`config.mk`:
```
export PLATFORM = sky130hd
export DESIGN_NAME = gkf_ram
export DESIGN_NICKNAME = d
export VERILOG_FILES = /design/src/rtl/gkf_ram.sv
export SDC_FILE = /design/constraint.sdc
export NUM_CORES = 1
export LEC_CHECK = 0
export ABC_CLOCK_PERIOD_IN_PS = 5700
export BUFFER_PORTS_ARGS = -buffer_cell sky130_fd_sc_hd__buf_2
export CAP_MARGIN = 20
export CORE_ASPECT_RATIO = 0.6
export CORE_MARGIN = 2
export CORE_UTILIZATION = 55
export DETAILED_ROUTE_END_ITERATION = 10
export GPL_ROUTABILITY_DRIVEN = 0
export PLACE_DENSITY = 0.77
export REMOVE_ABC_BUFFERS = 1
export SYNTH_ARGS = -nofsm -noshare
export SYNTH_HDL_FRONTEND = slang
export SYNTH_SLANG_ARGS = --single-unit
```
`constraint.sdc`:
```
create_clock -name clk -period 5.7 [get_ports clk]
set_input_delay 0.57 -clock clk [delete_from_list [all_inputs] [get_ports clk]]
set_output_delay 0.57 -clock clk [all_outputs]
set_load 0.05 [all_outputs]
```
`src/rtl/gkf_ram.sv`:
```
// ----------------------------------------------------------------------------
// gkf_ram
// Generic RAM, one write port and two registered read ports.
// ----------------------------------------------------------------------------
module gkf_ram #(
    parameter int W = 48,
    parameter int D = 23
) (
    input  logic                 clk,
    input  logic                 we,
    input  logic [$clog2(D)-1:0] waddr,
    input  logic [W-1:0]         wdata,
    input  logic [$clog2(D)-1:0] raddr_a,
    input  logic [$clog2(D)-1:0] raddr_b,
    output logic [W-1:0]         rdata_a,
    output logic [W-1:0]         rdata_b
);
    logic [W-1:0] mem [D];

    // write and registered reads
    always_ff @(posedge clk)
    begin
        if (we)
        begin
            mem[waddr] <= wdata;
        end
        rdata_a <= mem[raddr_a];
        rdata_b <= mem[raddr_b];
    end
endmodule

```
# Yosys cells after proc, flatten, opt, wreduce, memory -nomap -nowiden
# Memory sizes are Yosys's and may differ from the RTL's. A register that Yosys moved wholly into a read port is not among the register bits.
# Index checks and enable logic that the tools add are counted.
# word_totals
out_inout_bits	96
ram_bits	1104
inputBits	65
memories	1
register_bits	0
word_cells	3
# classes
n_mux	2
# mem_list
memory	words	width	read_ports	rd_clocked_by_memory_dff	wr	line_no	source
mem	23	48	2	2	1	18	logic [W-1:0] mem [D];
# ops
operator	count
2-to-1 mux 1 bit	2

# Depth between registers and ports, before layout
# logic_depth
ltp_word	2
depth_mapped	8
ltp_nobuf	4

# Worst setup path after synthesis
# Ideal clock, no wire load.
# synth_path
kind	input-to-reg
startpoint	input waddr[1]
endpoint	memory mem[4][0] (enable)
cell_stages	3
arrival_time_ps	3216
path_slack_ps	2031
setup_ps	454
path_buffers	1
path_cell_list	or3b_2 clkbuf_1 nor2_1
# synth_rtl
element	line_no	source
from (decl)	11	input logic [$clog2(D)-1:0] waddr,
to (decl)	18	
# No word-level cell before the write port.

==> impl_metrics.env <==
export IMPL_status="finished clean"
export IMPL_hold_buffers=0
export IMPL_coreArea_mm2=0.09590
export IMPL_initial_core_util=0.5535
export IMPL_path_common_cell="buf_4"
export IMPL_route_detailed_drc=0
export IMPL_power_density_mw_per_mm2=326.1
export IMPL_fin_worst_skew_ps=30.37
export IMPL_path_max_fanout=57
export IMPL_nNetsFinal=2941
export IMPL_grt_pass1_wl_um=211000
export IMPL_finalSetupTns_ps=0
export IMPL_clkSlewWorstSetupHoldPaths_ps=70
export IMPL_ys_ff_latch=1200
export IMPL_avgViaCountPerCell=7.120
export IMPL_maxSlewViolCount=0
export IMPL_cts_sinks=1200
export IMPL_yosys_top_cells_area="edfxtp_1 62%, mux4_2 18%, mux2i_1 6.3%"
export IMPL_cts_resized=0
export IMPL_ios=161
export IMPL_rsz0062_at_grt="false"
export IMPL_setup_ws_ps=3010
export IMPL_grt_antenna_before_repair=5
export IMPL_clockBufferDepth=3
export IMPL_criticalPathCategory="input port to flop"
export IMPL_place_detailed_hpwl_um=81870
export IMPL_synth_cells=2759
export IMPL_die_area_mm2=0.09910
export IMPL_pre_cts_ws_ps=2389
export IMPL_drtIter0Drc=4810
export IMPL_synth_simple_area_share=0.01228
export IMPL_period_minus_slack_ps=2690
export IMPL_yosysTopAreaCellShare=0.6245
export IMPL_grt_max_degree=119
export IMPL_synth_xor_area_frac=0
export IMPL_root_buffer="clkbuf_16"
export IMPL_synthArstFlopShare=0
export IMPL_timing_fmax_mhz=371.8
export IMPL_yosysWarnings=0
export IMPL_crit_arrival_ps=3300
export IMPL_num_vias=30450
export IMPL_slowest_stage="nand2_4"
export IMPL_clock_latency_ps=710
export IMPL_worst_r2r_setup_slack_ps=3940
export IMPL_cp_required_ps=6310
export IMPL_slew_headroom=0.2253
export IMPL_yosys_area_top_type="edfxtp_1"
export IMPL_layout_drive_gt1_share=0.2901
export IMPL_drv_cap=0
export IMPL_synthMuxAreaShare=0.2471
export IMPL_wl_per_cell_um=33.81
export IMPL_synth_compound_area_share=0.05218
export IMPL_io_buffers=160
export IMPL_yosysMostFrequentCell="edfxtp_1"
export IMPL_cts_buffers_inserted=104
export IMPL_grt_ovfl_total=0
export IMPL_ir_drop_uv=277.8
export IMPL_max_stage_delay_ps=830
export IMPL_synth_top_family_by_area="multiplexers"
export IMPL_drt_wl_total_um=144600
export IMPL_rows=88
export IMPL_antenna_left=0
export IMPL_synthesis_area_mm2=0.05309
export IMPL_cp_num_buf_inv=2
export IMPL_grt_pass1_vias=30620
export IMPL_end_kind="flop"
export IMPL_synth_main_ff_cell="edfxtp_1"
export IMPL_start_kind="input port"
export IMPL_seq_area_frac_synth=0.6607
export IMPL_area_delta_synth_final_pct=10.41
export IMPL_die_y_um=244.7
export IMPL_yosysUniqueCellTypes=34
export IMPL_synth_common_cells="1104 x edfxtp_1, 426 x mux4_2, 336 x mux2i_1"
export IMPL_fp_dieW_um=405.1
export IMPL_cts_htree_levels=3
export IMPL_path_delay_family="buffers and inverters"
export IMPL_synthAdderAreaFrac=0
export IMPL_worstPathCellList="buf_4 > buf_4 > nor2_1 > nand2_4 > o22ai_1 > a211oi_1"
export IMPL_cts_tree="built"
export IMPL_setup_viol=0
export IMPL_min_period_over_period=0.4719
export IMPL_p_leak_nw=19.37
export IMPL_min_path_type="input port to flop"
export IMPL_worst_pin_slew_ps=1162
export IMPL_finalHoldViolCount=0
export IMPL_firstDrtPassIters=7
export IMPL_grtUsageTotal=0.2937
export IMPL_postCtsSetupBuffers=0
export IMPL_synth_edf_count=1104
export IMPL_avgSynthCellArea_um2=19.24
## final cells by class
cell class / instances / area, um2
inverters: 1 / 3.754
flip-flops and latches: 1200 / 35070
multi-input cells: 1340 / 16730
fillers: 6552 / 37290
well taps: 1305 / 1633
diodes: 3 / 7.507
clock inverters: 50 / 651.9
clock buffers: 148 / 2959
repair buffers: 229 / 1554
## power by group
group	switching, mW	leakage [nW]	internal, mW
clock	3.25	1.77	4.27
sequential	0.0937	10.8	9.78
combinational	1.13	6.84	0.599
total	4.47	19.4	14.6
## worst paths after layout
check	start	depth (start not counted)	to
max	raddr_b[2]	6	rdata_b[1]
min reg2reg	mem[22][29]	4	rdata_a[29]
min	wdata[9]	1	mem[5][9]
max reg2reg	mem[21][12]	4	rdata_a[12]
## logic make-up after synthesis
logic type             Yosys count
AND/OR/NAND/NOR                152
buffers and inverters          219
AO/OA/AOI/OAI                  420
multiplexers                   768
flip-flops                    1200
## per-layer routing
| layer | GRT usage | vias up | part of all wire |
|---|---|---|---|
| met5 | 0 | - | 0 |
| met4 | 0.1067 | 0 | 0.035 |
| met3 | 0.06535 | 331 | 0.13 |
| met2 | 0.4435 | 2409 | 0.46 |
| met1 | 0.4259 | 15770 | 0.38 |
| li1 | - | 11940 | - |
## placed cells by master, fill, tap and decap left out, drive strengths merged
cell type	Yosys	routed
edfxtp	1104	1104
mux4	432	432
mux2i	336	336
buf	156	229
clkbuf	62	148
o21ai	132	132
nand2	98	98
dfxtp	96	96
o22ai	84	84
a211oi	60	60
o221ai	48	48
a21oi	48	48
a211o	36	36
clkinv	0	28
nor2	26	26
bufinv	0	14
nor2b	14	14
a221oi	12	12
inv	1	6
nand3b	4	4
diode	0	3
or3b	3	3
clkinvlp	0	3
or2	2	2
nand2b	2	2
or3	2	2
nand3	1	1
## flip-flops by register name (all words and copies together), names as in the netlist
register,count
mem,1104
rdata_b,48
rdata_a,48
## metrics by stage
| step | power [mW] | area, um2 | hold slack (ps) | utilization | instances |
|---|---|---|---|---|---|
| global route | 19.58 | 58610 | 283.2 | 0.6112 | 4276 |
| finish | 19.12 | 58610 | 288.0 | 0.6112 | 4276 |
| floorplan | 10.97 | 51610 | 606.3 | - | 2541 |
| detailed placement | 11.77 | 54980 | 738.6 | 0.5732 | 4074 |
| global placement | 11.73 | 54920 | 665.1 | 0.5727 | 4072 |
| CTS | 19.15 | 58590 | 242.8 | 0.6109 | 4272 |
No activity file was read; power rests on OpenSTA's default activity.
